--- src/sv/rtpsrb_pkg.sv ---
`timescale 1ns / 1ps
// ----------------------------------------------------------------------------
// RTP reorder buffer package
// Shared constants, sequencer states and inter-module control structs.
// ----------------------------------------------------------------------------
package rtpsrb_pkg;

    localparam int SLOTS       = 8;
    localparam int IDX_W       = $clog2(SLOTS);
    localparam int CNT_W       = $clog2(SLOTS + 1);
    localparam int SEQ_W       = 16;
    localparam int HANDLE_W    = 32;
    localparam int LEN_W       = 16;
    localparam int LIMIT_W     = 4;
    localparam int CMP_W       = (LIMIT_W > CNT_W) ? LIMIT_W : CNT_W;
    localparam int IN_TDATA_W  = 64;
    localparam int OUT_TDATA_W = 48;

    localparam logic [LEN_W-1:0]   MIN_LENGTH  = LEN_W'(12);
    localparam logic [LIMIT_W-1:0] LIMIT_RESET = LIMIT_W'(8);

    typedef enum logic [2:0] {
        ST_IDLE,
        ST_DUP_SCAN,
        ST_INSERT,
        ST_RELEASE,
        ST_SKIP_CHECK,
        ST_NEAREST,
        ST_SKIP_APPLY,
        ST_FINISH
    } seq_state_t;

    typedef struct packed {
        logic                insert;
        logic [IDX_W-1:0]    insert_idx;
        logic [SEQ_W-1:0]    seq;
        logic [HANDLE_W-1:0] handle;
        logic                clear;
        logic [IDX_W-1:0]    clear_idx;
    } slot_wr_t;

    typedef struct packed {
        logic                valid;
        logic [SEQ_W-1:0]    seq;
        logic [HANDLE_W-1:0] handle;
    } slot_rd_t;

    typedef struct packed {
        logic                push;
        logic [HANDLE_W-1:0] handle;
        logic [SEQ_W-1:0]    seq;
        logic                start;
        logic                gap;
    } out_ctl_t;

endpackage

--- src/sv/rtp_sequence_reorder_buffer_top.sv ---
`timescale 1ns / 1ps
// ----------------------------------------------------------------------------
// RTP sequence reorder buffer
// Reorders packet descriptors by RTP sequence number with a bounded window.
//
// s_axis carries one packet descriptor per transaction. Short packets and
// packets behind the expected number are dropped; others, unless duplicate
// or no slot is free, are stored in one of SLOTS pending slots. Released
// packets leave on m_axis in sequence order, tlast on the final one of each
// input, tuser set when the input forced a skip over missing numbers.
// cfg_wr_en/cfg_wr_data write window_limit. Each input is taken in, scanned
// over all slots for a duplicate and a free slot and stored; a release run
// then takes the expected number from the slots until a full pass finds
// none or the output queue is full, followed by the skip check and a finish
// step; a skip adds a scan for the nearest number, a step to apply it and a
// second run. One shared compare unit walks the slots one per cycle. Results
// drain at one transaction per cycle while m_axis_tready is high. s_axis is
// not ready while an input is in progress or its results are still draining;
// a stalled receiver holds the current result. Reset empties all slots and
// clears the start flag and the expected number; window_limit returns to 8.
// ----------------------------------------------------------------------------
module rtp_sequence_reorder_buffer_top (
    input  logic                                clk,
    input  logic                                rst_n,
    input  logic                                cfg_wr_en,
    input  logic [rtpsrb_pkg::LIMIT_W-1:0]      cfg_wr_data,
    input  logic                                s_axis_tvalid,
    output logic                                s_axis_tready,
    // seq_number[15:0], packet_handle[47:16], packet_length[63:48]
    input  logic [rtpsrb_pkg::IN_TDATA_W-1:0]   s_axis_tdata,
    output logic                                m_axis_tvalid,
    input  logic                                m_axis_tready,
    // out_handle[31:0], out_seq[47:32]
    output logic [rtpsrb_pkg::OUT_TDATA_W-1:0]  m_axis_tdata,
    // gap_flag[0]
    output logic                                m_axis_tuser,
    output logic                                m_axis_tlast
);
    import rtpsrb_pkg::*;

    localparam logic [IDX_W-1:0] IDX_LAST  = IDX_W'(SLOTS - 1);
    localparam logic [CNT_W-1:0] MISS_LAST = CNT_W'(SLOTS - 1);
    localparam logic [CNT_W-1:0] SLOTS_CNT = CNT_W'(SLOTS);

    seq_state_t          state_reg;
    seq_state_t          state_next;
    logic [LIMIT_W-1:0]  limit_reg;
    logic                started_reg;
    logic                started_next;
    logic [SEQ_W-1:0]    exp_reg;
    logic [SEQ_W-1:0]    exp_next;
    logic [SEQ_W-1:0]    seq_reg;
    logic [SEQ_W-1:0]    seq_next;
    logic [HANDLE_W-1:0] handle_reg;
    logic [HANDLE_W-1:0] handle_next;
    logic [IDX_W-1:0]    scan_idx_reg;
    logic [IDX_W-1:0]    scan_idx_next;
    logic [CNT_W-1:0]    miss_cnt_reg;
    logic [CNT_W-1:0]    miss_cnt_next;
    logic                dup_reg;
    logic                dup_next;
    logic                free_found_reg;
    logic                free_found_next;
    logic [IDX_W-1:0]    free_idx_reg;
    logic [IDX_W-1:0]    free_idx_next;
    logic                best_found_reg;
    logic                best_found_next;
    logic [SEQ_W-1:0]    best_d_reg;
    logic [SEQ_W-1:0]    best_d_next;
    logic [SEQ_W-1:0]    best_seq_reg;
    logic [SEQ_W-1:0]    best_seq_next;
    logic                gap_reg;
    logic                gap_next;
    logic                phase2_reg;
    logic                phase2_next;

    logic [SEQ_W-1:0]    in_seq;
    logic [HANDLE_W-1:0] in_handle;
    logic [LEN_W-1:0]    in_len;
    logic                in_accept;
    logic                in_short;
    logic [SEQ_W-1:0]    exp_eff;

    logic                cmp_valid;
    logic [SEQ_W-1:0]    cmp_a;
    logic [SEQ_W-1:0]    cmp_base;
    logic                cmp_match;
    logic [SEQ_W-1:0]    cmp_dist;

    slot_wr_t            slot_wr;
    slot_rd_t            slot_rd;
    logic [CNT_W-1:0]    pending_count;
    out_ctl_t            out_ctl;
    logic [CNT_W-1:0]    out_count;
    logic                out_busy;

    logic [IDX_W-1:0]    scan_idx_inc;
    logic                run_full;
    logic                rel_hit;
    logic                run_done;
    logic [CMP_W-1:0]    limit_ext;
    logic [CMP_W-1:0]    limit_eff;
    logic                skip_due;

    assign in_seq    = s_axis_tdata[SEQ_W-1:0];
    assign in_handle = s_axis_tdata[SEQ_W+HANDLE_W-1:SEQ_W];
    assign in_len    = s_axis_tdata[SEQ_W+HANDLE_W+LEN_W-1:SEQ_W+HANDLE_W];

    assign s_axis_tready = (state_reg == ST_IDLE) && !out_busy;
    assign in_accept     = s_axis_tvalid && s_axis_tready;
    assign in_short      = in_len < MIN_LENGTH;
    assign exp_eff       = started_reg ? exp_reg : in_seq;

    assign scan_idx_inc = (scan_idx_reg == IDX_LAST) ? '0 : scan_idx_reg + IDX_W'(1);
    assign run_full     = out_count == SLOTS_CNT;
    assign rel_hit      = !run_full && cmp_match;
    assign run_done     = run_full || (!cmp_match && (miss_cnt_reg == MISS_LAST));

    assign limit_ext = CMP_W'(limit_reg);
    always_comb
    begin
        if (limit_ext == '0)
        begin
            limit_eff = CMP_W'(1);
        end
        else if (limit_ext > CMP_W'(SLOTS))
        begin
            limit_eff = CMP_W'(SLOTS);
        end
        else
        begin
            limit_eff = limit_ext;
        end
    end
    assign skip_due = CMP_W'(pending_count) >= limit_eff;

    always_comb
    begin
        if (state_reg == ST_IDLE)
        begin
            cmp_valid = 1'b1;
            cmp_a     = in_seq;
            cmp_base  = exp_eff;
        end
        else if (state_reg == ST_DUP_SCAN)
        begin
            cmp_valid = slot_rd.valid;
            cmp_a     = slot_rd.seq;
            cmp_base  = seq_reg;
        end
        else
        begin
            cmp_valid = slot_rd.valid;
            cmp_a     = slot_rd.seq;
            cmp_base  = exp_reg;
        end
    end

    rtpsrb_cmp_unit u_cmp (
        .a_valid  (cmp_valid),
        .a_seq    (cmp_a),
        .base_seq (cmp_base),
        .match    (cmp_match),
        .seq_dist (cmp_dist)
    );

    rtpsrb_slot_store u_slots (
        .clk           (clk),
        .rst_n         (rst_n),
        .wr            (slot_wr),
        .rd_idx        (scan_idx_reg),
        .rd            (slot_rd),
        .pending_count (pending_count)
    );

    rtpsrb_out_buffer u_out (
        .clk           (clk),
        .rst_n         (rst_n),
        .ctl           (out_ctl),
        .m_axis_tready (m_axis_tready),
        .m_axis_tvalid (m_axis_tvalid),
        .m_axis_tdata  (m_axis_tdata),
        .m_axis_tuser  (m_axis_tuser),
        .m_axis_tlast  (m_axis_tlast),
        .count         (out_count),
        .busy          (out_busy)
    );

    always_comb
    begin
        state_next = state_reg;
        unique case (state_reg)
            ST_IDLE:
            begin
                if (in_accept && !in_short && !cmp_dist[SEQ_W-1])
                begin
                    state_next = ST_DUP_SCAN;
                end
            end
            ST_DUP_SCAN:
            begin
                if (scan_idx_reg == IDX_LAST)
                begin
                    state_next = ST_INSERT;
                end
            end
            ST_INSERT:
            begin
                state_next = ST_RELEASE;
            end
            ST_RELEASE:
            begin
                if (run_done)
                begin
                    state_next = phase2_reg ? ST_FINISH : ST_SKIP_CHECK;
                end
            end
            ST_SKIP_CHECK:
            begin
                state_next = skip_due ? ST_NEAREST : ST_FINISH;
            end
            ST_NEAREST:
            begin
                if (scan_idx_reg == IDX_LAST)
                begin
                    state_next = ST_SKIP_APPLY;
                end
            end
            ST_SKIP_APPLY:
            begin
                state_next = best_found_reg ? ST_RELEASE : ST_FINISH;
            end
            ST_FINISH:
            begin
                state_next = ST_IDLE;
            end
            default:
            begin
                state_next = ST_IDLE;
            end
        endcase
    end

    always_comb
    begin
        started_next    = started_reg;
        exp_next        = exp_reg;
        seq_next        = seq_reg;
        handle_next     = handle_reg;
        scan_idx_next   = scan_idx_reg;
        miss_cnt_next   = miss_cnt_reg;
        dup_next        = dup_reg;
        free_found_next = free_found_reg;
        free_idx_next   = free_idx_reg;
        best_found_next = best_found_reg;
        best_d_next     = best_d_reg;
        best_seq_next   = best_seq_reg;
        gap_next        = gap_reg;
        phase2_next     = phase2_reg;
        slot_wr         = '0;
        slot_wr.insert_idx = free_idx_reg;
        slot_wr.seq        = seq_reg;
        slot_wr.handle     = handle_reg;
        slot_wr.clear_idx  = scan_idx_reg;
        out_ctl         = '0;
        out_ctl.handle  = slot_rd.handle;
        out_ctl.seq     = slot_rd.seq;
        out_ctl.gap     = gap_reg;
        unique case (state_reg)
            ST_IDLE:
            begin
                if (in_accept && !in_short)
                begin
                    started_next = 1'b1;
                    exp_next     = exp_eff;
                    if (!cmp_dist[SEQ_W-1])
                    begin
                        seq_next        = in_seq;
                        handle_next     = in_handle;
                        scan_idx_next   = '0;
                        dup_next        = 1'b0;
                        free_found_next = 1'b0;
                        phase2_next     = 1'b0;
                        gap_next        = 1'b0;
                    end
                end
            end
            ST_DUP_SCAN:
            begin
                if (cmp_match)
                begin
                    dup_next = 1'b1;
                end
                if (!slot_rd.valid && !free_found_reg)
                begin
                    free_found_next = 1'b1;
                    free_idx_next   = scan_idx_reg;
                end
                scan_idx_next = scan_idx_inc;
            end
            ST_INSERT:
            begin
                slot_wr.insert = !dup_reg && free_found_reg;
                scan_idx_next  = '0;
                miss_cnt_next  = '0;
            end
            ST_RELEASE:
            begin
                scan_idx_next = scan_idx_inc;
                if (rel_hit)
                begin
                    out_ctl.push  = 1'b1;
                    slot_wr.clear = 1'b1;
                    exp_next      = exp_reg + SEQ_W'(1);
                    miss_cnt_next = '0;
                end
                else
                begin
                    miss_cnt_next = miss_cnt_reg + CNT_W'(1);
                end
            end
            ST_SKIP_CHECK:
            begin
                scan_idx_next   = '0;
                best_found_next = 1'b0;
            end
            ST_NEAREST:
            begin
                if (slot_rd.valid && (!best_found_reg || (cmp_dist < best_d_reg)))
                begin
                    best_found_next = 1'b1;
                    best_d_next     = cmp_dist;
                    best_seq_next   = slot_rd.seq;
                end
                scan_idx_next = scan_idx_inc;
            end
            ST_SKIP_APPLY:
            begin
                if (best_found_reg)
                begin
                    gap_next      = best_d_reg != '0;
                    exp_next      = best_seq_reg;
                    phase2_next   = 1'b1;
                    scan_idx_next = '0;
                    miss_cnt_next = '0;
                end
            end
            ST_FINISH:
            begin
                out_ctl.start = out_count != '0;
            end
            default:
            begin
            end
        endcase
    end

    always_ff @(posedge clk or negedge rst_n)
    begin
        if (!rst_n)
        begin
            state_reg      <= ST_IDLE;
            limit_reg      <= LIMIT_RESET;
            started_reg    <= 1'b0;
            exp_reg        <= '0;
            scan_idx_reg   <= '0;
            miss_cnt_reg   <= '0;
            dup_reg        <= 1'b0;
            free_found_reg <= 1'b0;
            best_found_reg <= 1'b0;
            gap_reg        <= 1'b0;
            phase2_reg     <= 1'b0;
        end
        else
        begin
            state_reg      <= state_next;
            if (cfg_wr_en)
            begin
                limit_reg <= cfg_wr_data;
            end
            started_reg    <= started_next;
            exp_reg        <= exp_next;
            scan_idx_reg   <= scan_idx_next;
            miss_cnt_reg   <= miss_cnt_next;
            dup_reg        <= dup_next;
            free_found_reg <= free_found_next;
            best_found_reg <= best_found_next;
            gap_reg        <= gap_next;
            phase2_reg     <= phase2_next;
        end
    end

    always_ff @(posedge clk)
    begin
        seq_reg      <= seq_next;
        handle_reg   <= handle_next;
        free_idx_reg <= free_idx_next;
        best_d_reg   <= best_d_next;
        best_seq_reg <= best_seq_next;
    end

    a_no_accept_while_draining: assert property (
        @(posedge clk) disable iff (!rst_n)
        !(m_axis_tvalid && s_axis_tready))
        else $error("input accepted while results still draining");

    a_run_ends_on_last: assert property (
        @(posedge clk) disable iff (!rst_n)
        (m_axis_tvalid && m_axis_tready && m_axis_tlast) |=> !m_axis_tvalid)
        else $error("results continue after last transaction of run");

    a_pending_bounded: assert property (
        @(posedge clk) disable iff (!rst_n)
        (pending_count <= SLOTS_CNT) && (out_count <= SLOTS_CNT))
        else $error("slot or output count beyond capacity");

endmodule

--- src/sv/rtpsrb_cmp_unit.sv ---
`timescale 1ns / 1ps
// ----------------------------------------------------------------------------
// RTP reorder buffer compare unit
// Shared sequence subtractor and equality compare used by every scan.
// ----------------------------------------------------------------------------
module rtpsrb_cmp_unit (
    input  logic                          a_valid,
    input  logic [rtpsrb_pkg::SEQ_W-1:0]  a_seq,
    input  logic [rtpsrb_pkg::SEQ_W-1:0]  base_seq,
    output logic                          match,
    output logic [rtpsrb_pkg::SEQ_W-1:0]  seq_dist
);
    import rtpsrb_pkg::*;

    assign seq_dist = a_seq - base_seq;
    assign match    = a_valid && (a_seq == base_seq);

endmodule

--- src/sv/rtpsrb_slot_store.sv ---
`timescale 1ns / 1ps
// ----------------------------------------------------------------------------
// RTP reorder buffer slot store
// Pending packet slots with valid bits, one read index and a pending count.
// ----------------------------------------------------------------------------
module rtpsrb_slot_store (
    input  logic                          clk,
    input  logic                          rst_n,
    input  rtpsrb_pkg::slot_wr_t          wr,
    input  logic [rtpsrb_pkg::IDX_W-1:0]  rd_idx,
    output rtpsrb_pkg::slot_rd_t          rd,
    output logic [rtpsrb_pkg::CNT_W-1:0]  pending_count
);
    import rtpsrb_pkg::*;

    logic [SLOTS-1:0]    valid_reg;
    logic [SLOTS-1:0]    valid_next;
    logic [CNT_W-1:0]    count_reg;
    logic [CNT_W-1:0]    count_next;
    logic [SEQ_W-1:0]    seq_reg    [SLOTS];
    logic [HANDLE_W-1:0] handle_reg [SLOTS];

    always_comb
    begin
        valid_next = valid_reg;
        count_next = count_reg;
        if (wr.insert)
        begin
            valid_next[wr.insert_idx] = 1'b1;
            count_next                = count_reg + CNT_W'(1);
        end
        if (wr.clear)
        begin
            valid_next[wr.clear_idx] = 1'b0;
            count_next               = count_reg - CNT_W'(1);
        end
    end

    always_ff @(posedge clk or negedge rst_n)
    begin
        if (!rst_n)
        begin
            valid_reg <= '0;
            count_reg <= '0;
        end
        else
        begin
            valid_reg <= valid_next;
            count_reg <= count_next;
        end
    end

    always_ff @(posedge clk)
    begin
        if (wr.insert)
        begin
            seq_reg[wr.insert_idx]    <= wr.seq;
            handle_reg[wr.insert_idx] <= wr.handle;
        end
    end

    assign rd.valid      = valid_reg[rd_idx];
    assign rd.seq        = seq_reg[rd_idx];
    assign rd.handle     = handle_reg[rd_idx];
    assign pending_count = count_reg;

endmodule

--- src/sv/rtpsrb_out_buffer.sv ---
`timescale 1ns / 1ps
// ----------------------------------------------------------------------------
// RTP reorder buffer output queue
// Collects the released packets of one input and streams them out in order.
// ----------------------------------------------------------------------------
module rtpsrb_out_buffer (
    input  logic                                clk,
    input  logic                                rst_n,
    input  rtpsrb_pkg::out_ctl_t                ctl,
    input  logic                                m_axis_tready,
    output logic                                m_axis_tvalid,
    output logic [rtpsrb_pkg::OUT_TDATA_W-1:0]  m_axis_tdata,
    output logic                                m_axis_tuser,
    output logic                                m_axis_tlast,
    output logic [rtpsrb_pkg::CNT_W-1:0]        count,
    output logic                                busy
);
    import rtpsrb_pkg::*;

    logic [HANDLE_W-1:0] handle_reg [SLOTS];
    logic [SEQ_W-1:0]    seq_reg    [SLOTS];
    logic [CNT_W-1:0]    count_reg;
    logic [CNT_W-1:0]    count_next;
    logic [IDX_W-1:0]    rd_ptr_reg;
    logic [IDX_W-1:0]    rd_ptr_next;
    logic                draining_reg;
    logic                draining_next;
    logic                gap_reg;
    logic                gap_next;
    logic                last;
    logic                xfer;

    assign last = (CNT_W'(rd_ptr_reg) + CNT_W'(1)) == count_reg;
    assign xfer = draining_reg && m_axis_tready;

    always_comb
    begin
        count_next    = count_reg;
        rd_ptr_next   = rd_ptr_reg;
        draining_next = draining_reg;
        gap_next      = gap_reg;
        if (ctl.push)
        begin
            count_next = count_reg + CNT_W'(1);
        end
        if (ctl.start)
        begin
            draining_next = 1'b1;
            gap_next      = ctl.gap;
            rd_ptr_next   = '0;
        end
        if (xfer)
        begin
            if (last)
            begin
                draining_next = 1'b0;
                count_next    = '0;
                rd_ptr_next   = '0;
            end
            else
            begin
                rd_ptr_next = rd_ptr_reg + IDX_W'(1);
            end
        end
    end

    always_ff @(posedge clk or negedge rst_n)
    begin
        if (!rst_n)
        begin
            count_reg    <= '0;
            rd_ptr_reg   <= '0;
            draining_reg <= 1'b0;
            gap_reg      <= 1'b0;
        end
        else
        begin
            count_reg    <= count_next;
            rd_ptr_reg   <= rd_ptr_next;
            draining_reg <= draining_next;
            gap_reg      <= gap_next;
        end
    end

    always_ff @(posedge clk)
    begin
        if (ctl.push)
        begin
            handle_reg[count_reg[IDX_W-1:0]] <= ctl.handle;
            seq_reg[count_reg[IDX_W-1:0]]    <= ctl.seq;
        end
    end

    assign m_axis_tvalid = draining_reg;
    assign m_axis_tdata  = {seq_reg[rd_ptr_reg], handle_reg[rd_ptr_reg]};
    assign m_axis_tuser  = gap_reg;
    assign m_axis_tlast  = last;
    assign count         = count_reg;
    assign busy          = draining_reg;

endmodule
--- config.mk ---
export PLATFORM = sky130hd
export DESIGN_NAME = rtp_sequence_reorder_buffer_top
export DESIGN_NICKNAME = d
export VERILOG_FILES = /design/src/sv/rtpsrb_pkg.sv /design/src/sv/rtp_sequence_reorder_buffer_top.sv /design/src/sv/rtpsrb_cmp_unit.sv /design/src/sv/rtpsrb_slot_store.sv /design/src/sv/rtpsrb_out_buffer.sv
export SDC_FILE = /design/constraint.sdc
export NUM_CORES = 1
export LEC_CHECK = 0
export ABC_AREA = 1
export BUFFER_PORTS_ARGS = -buffer_cell sky130_fd_sc_hd__buf_2
export CAP_MARGIN = 20
export CORE_AREA = 2 2 282 284
export DETAILED_ROUTE_END_ITERATION = 6
export DIE_AREA = 0 0 284 286
export HOLD_SLACK_MARGIN = 0.02
export PLACE_DENSITY_LB_ADDON = 0.12
export SLEW_MARGIN = 15
export SYNTH_ARGS = -nofsm -noshare
export SYNTH_HDL_FRONTEND = slang
export SYNTH_SLANG_ARGS = --single-unit
--- constraint.sdc ---
create_clock -name clk -period 7.8 [get_ports clk]
set_input_delay 2.34 -clock clk [delete_from_list [all_inputs] [get_ports clk]]
set_output_delay 2.34 -clock clk [all_outputs]
set_load 0.05 [all_outputs]
==> metrics.txt <==
status finished, final reports clean; critical path class reg2reg; Clk Latency, worst-skew pair 0.65 ns; R2R Setup Slk 1.12 ns; Largest stage delay, worst path 0.74 ns; crit path max fanout 32; Mapped Area 36330 um2; CTS tree yes; final setup fails 0; H-tree levels 3; initial core utilization 0.4637; chip height 286 um; cell count after synthesis 2769; Slew Limit Fails 0; DRT Pass-1 Iters 6; Routed Wire Length 89.70 mm; site row count 103; via count 22.53k; I/O Buffers 122; Setup crit start kind flip-flop; Via density 5.599; drt first-iter violations 2120; synthesis warning total 0; dpl ws 1.194 ns; first-pass GRT wire length 134.2 mm; Post-CTS Hold Buffers 0; Slew @ Worst Pin 0.9641 ns; Core Area 78360 um2; Synth area leader edfxtp_1; Clock Sinks 908; gpl congestion 0.8471; Setup Fix Bufs, Post-CTS 0; Yosys cell types 48; Worst VDD drop 0.2729 mV; post-synthesis sequential area ratio 0.7427; non-filler cells, final 4023; most frequent cell on the critical path nand2_1; post-detail-place hpwl 50.34 mm; Layout area overhead 13.32%; Comb pwr share 0.376; switching share of total power 0.3989; post-synth top area share 0.7034; P_leak 14.31 nW; pwr dens 438.2 nW/um2; Final Hold Fails 0; Root Buffer clkbuf_16; Switch Pwr 7.198 mW; Post-route DRC 0; number of global-route vias before repair 21.83k; I/O pin total 125; Inserted Diodes 0; RSZ-0062 raised after global routing no; die area 81220 um2; crit path cell chain inv_2 -> nand3_1 -> clkinv_1 -> buf_4 -> a22oi_1 -> nand4_1 -> nand2_1 -> o21ai_0 -> ha_1 -> a21o_1 -> a21boi_0 -> nand2_1 -> a21oi_1 -> nand3_1 -> nand2_1 -> ha_1 -> a21oi_1 -> o21ai_0 -> a21oi_1 -> nand2_1 -> nand2_1 -> nand2_1 -> inv_1 -> buf_4; Sum Neg Setup Slack 0 ns; CP Data Required Time 8.06 ns; DIE WIDTH 284 um; post-route minimum period 6.680 ns; CTS clk-pin slew, worst paths 0.06 ns; Top FF cell, synth edfxtp_1; GRT overflow 0; setup ws final 1.120 ns; worst hold slack 0.5036 ns; Max Clock Freq 0.1497 GHz; Filler Cells Inserted 6658; slowest CP cell dfrtp_1; Cells after DPL 3852; Total GRT Usage 0.2185; largest net degree at the start of global routing 91; Synth Area per Inst 13.12 um2; syn nets 2887; max_cap viols 0; WL/cell 22.30 um; antenna-violating nets left 0; clock buffer count from CTS 94; post-synthesis async set-or-reset flop share 0.06278; Reg power frac 0.387; Area contributors post-synth edfxtp_1 (70%), nor2_1 (4.1%), dfrtp_1 (3.9%), nand2_1 (3.7%), o21ai_0 (3.6%); min-delay worst type reg2reg; max_slew headroom 0.3572; nets 3016; skew final 0.03262 ns; post-cts repair resize count 0; Post-synth EDFFs 851; worst-case clock buffer depth 3; arrival time worst endpoint 6.94 ns; internal power 10.84 mW; share of layout cells above drive strength 1 0.1201; Crit. End Element flip-flop; clock share of power 0.237; Synth Register Bits 908; post-route clock period utilization 0.8564; initial antenna violation count 5
-- Yosys cell counts, types with 5 or more instances --
library cell  number
nor4_1             5
o211ai_1           8
a221oi_1          45
buf_1             27
nor3_1            12
o22ai_1           60
a22o_1            40
nand3_1           66
buf_2             24
nand2_1          362
ha_1              43
a22oi_1           57
dfrtp_1           56
nand4_1           60
nor2_1           398
inv_1            114
clkbuf_1          85
a21boi_0           5
a21oi_1           53
a31oi_1           53
o21ai_0          264
xor2_1            13
or2_2              5
o21ai_1            7
edfxtp_1         851
inv_2             11
xnor2_1            8
-- per-layer routing --
metal | vias up | part of all wire | global-route usage
met4 | 0 | 0.015 | 0.05316
met5 | - | 0 | 0
met2 | 630 | 0.48 | 0.3639
met1 | 11330 | 0.44 | 0.3053
met3 | 104 | 0.060 | 0.03150
li1 | 10460 | - | -
-- power by group through the flow --
stage / Clock, mW / Combinational (mW) / Sequential (mW)
after floorplan: 0 / 4.74 / 6.83
after global placement: 0 / 6.65 / 7.05
after detailed placement: 0 / 6.79 / 7.08
after CTS: 4.35 / 6.81 / 6.98
after global routing: 4.55 / 7.49 / 7.04
final: 4.27 / 6.79 / 6.98
-- stage by stage --
| stage | power (mW) | area [um2] | util |
|---|---|---|---|
| 3_5_place_dp | 13.87 | 38220 | 0.4878 |
| 4_1_cts | 18.14 | 41170 | 0.5254 |
| 6_report | 18.04 | 41170 | 0.5254 |
| 3_3_place_gp | 13.70 | 38220 | 0.4878 |
| 5_1_grt | 19.08 | 41170 | 0.5254 |
| 2_1_floorplan | 11.57 | 36330 | - |
-- worst max-delay path: cells and delay by family, from the launching register on --
kind | cells | cell delay, ns
buffers and inverters | 5 | 1.79
and+or+nand+nor | 9 | 1.65
DFF | 1 | 0.74
AOI/OAI and AO/OA | 8 | 1.39
adders and majority gates | 2 | 0.70
-- layout by cell type (no fill, tap or decap), types with 6 or more instances in the layout --
cell type,Yosys,routed
a21oi_1,53,53
a221oi_1,45,45
a22o_1,40,40
a22oi_1,57,57
a31oi_1,53,53
buf_2,24,122
buf_4,2,48
clkbuf_1,85,26
clkbuf_16,0,95
clkinv_1,1,21
clkinv_2,0,15
dfrtp_1,56,54
edfxtp_1,851,851
ha_1,43,43
inv_1,114,108
inv_2,11,13
nand2_1,362,362
nand3_1,66,66
nand4_1,60,60
nor2_1,398,386
nor2_4,2,13
nor3_1,12,6
nor3_2,0,6
o211ai_1,8,8
o21ai_0,264,264
o21ai_1,7,7
o22ai_1,60,60
xnor2_1,8,8
xor2_1,13,13
-- cell families (layout without fill, tap and decap cells) --
family,Yosys count,in the layout,share of synthesized area
buf+inv,266,470,0.02893
flops,908,908,0.7427
compound gates,605,605,0.1021
xor+xnor,21,21,0.005063
mux,1,1,0.0003099
fa+ha+maj,45,45,0.01591
simple gates,923,923,0.1050
-- area by class of cell --
type                            count  area, um2  area share
Clock inverter                     45      402.9    0.009786
Inverter                          126      476.7     0.01158
Tap cell                         1050       1314     0.03191
Sequential cell                   908      26990      0.6556
Multi-Input combinational cell   1595       8413      0.2043
Clock buffer                      126       2544     0.06178
Timing Repair Buffer              173       1031     0.02504
-- worst paths after layout --
| kind | cells past startpoint | to | startpoint |
|---|---|---|---|
| max | 24 | best_d_reg[2] | scan_idx_reg[0] |
| min | 2 | u_slots.valid_reg[1] | u_slots.valid_reg[1] |
| max reg2reg | 24 | best_d_reg[2] | scan_idx_reg[0] |
| min reg2reg | 2 | u_slots.valid_reg[1] | u_slots.valid_reg[1] |
| max in group asynchronous | 2 | u_out.rd_ptr_reg[1] | rst_n |
| min in group asynchronous | 2 | limit_ext[1] | rst_n |
(Power assumes the default switching activity.)
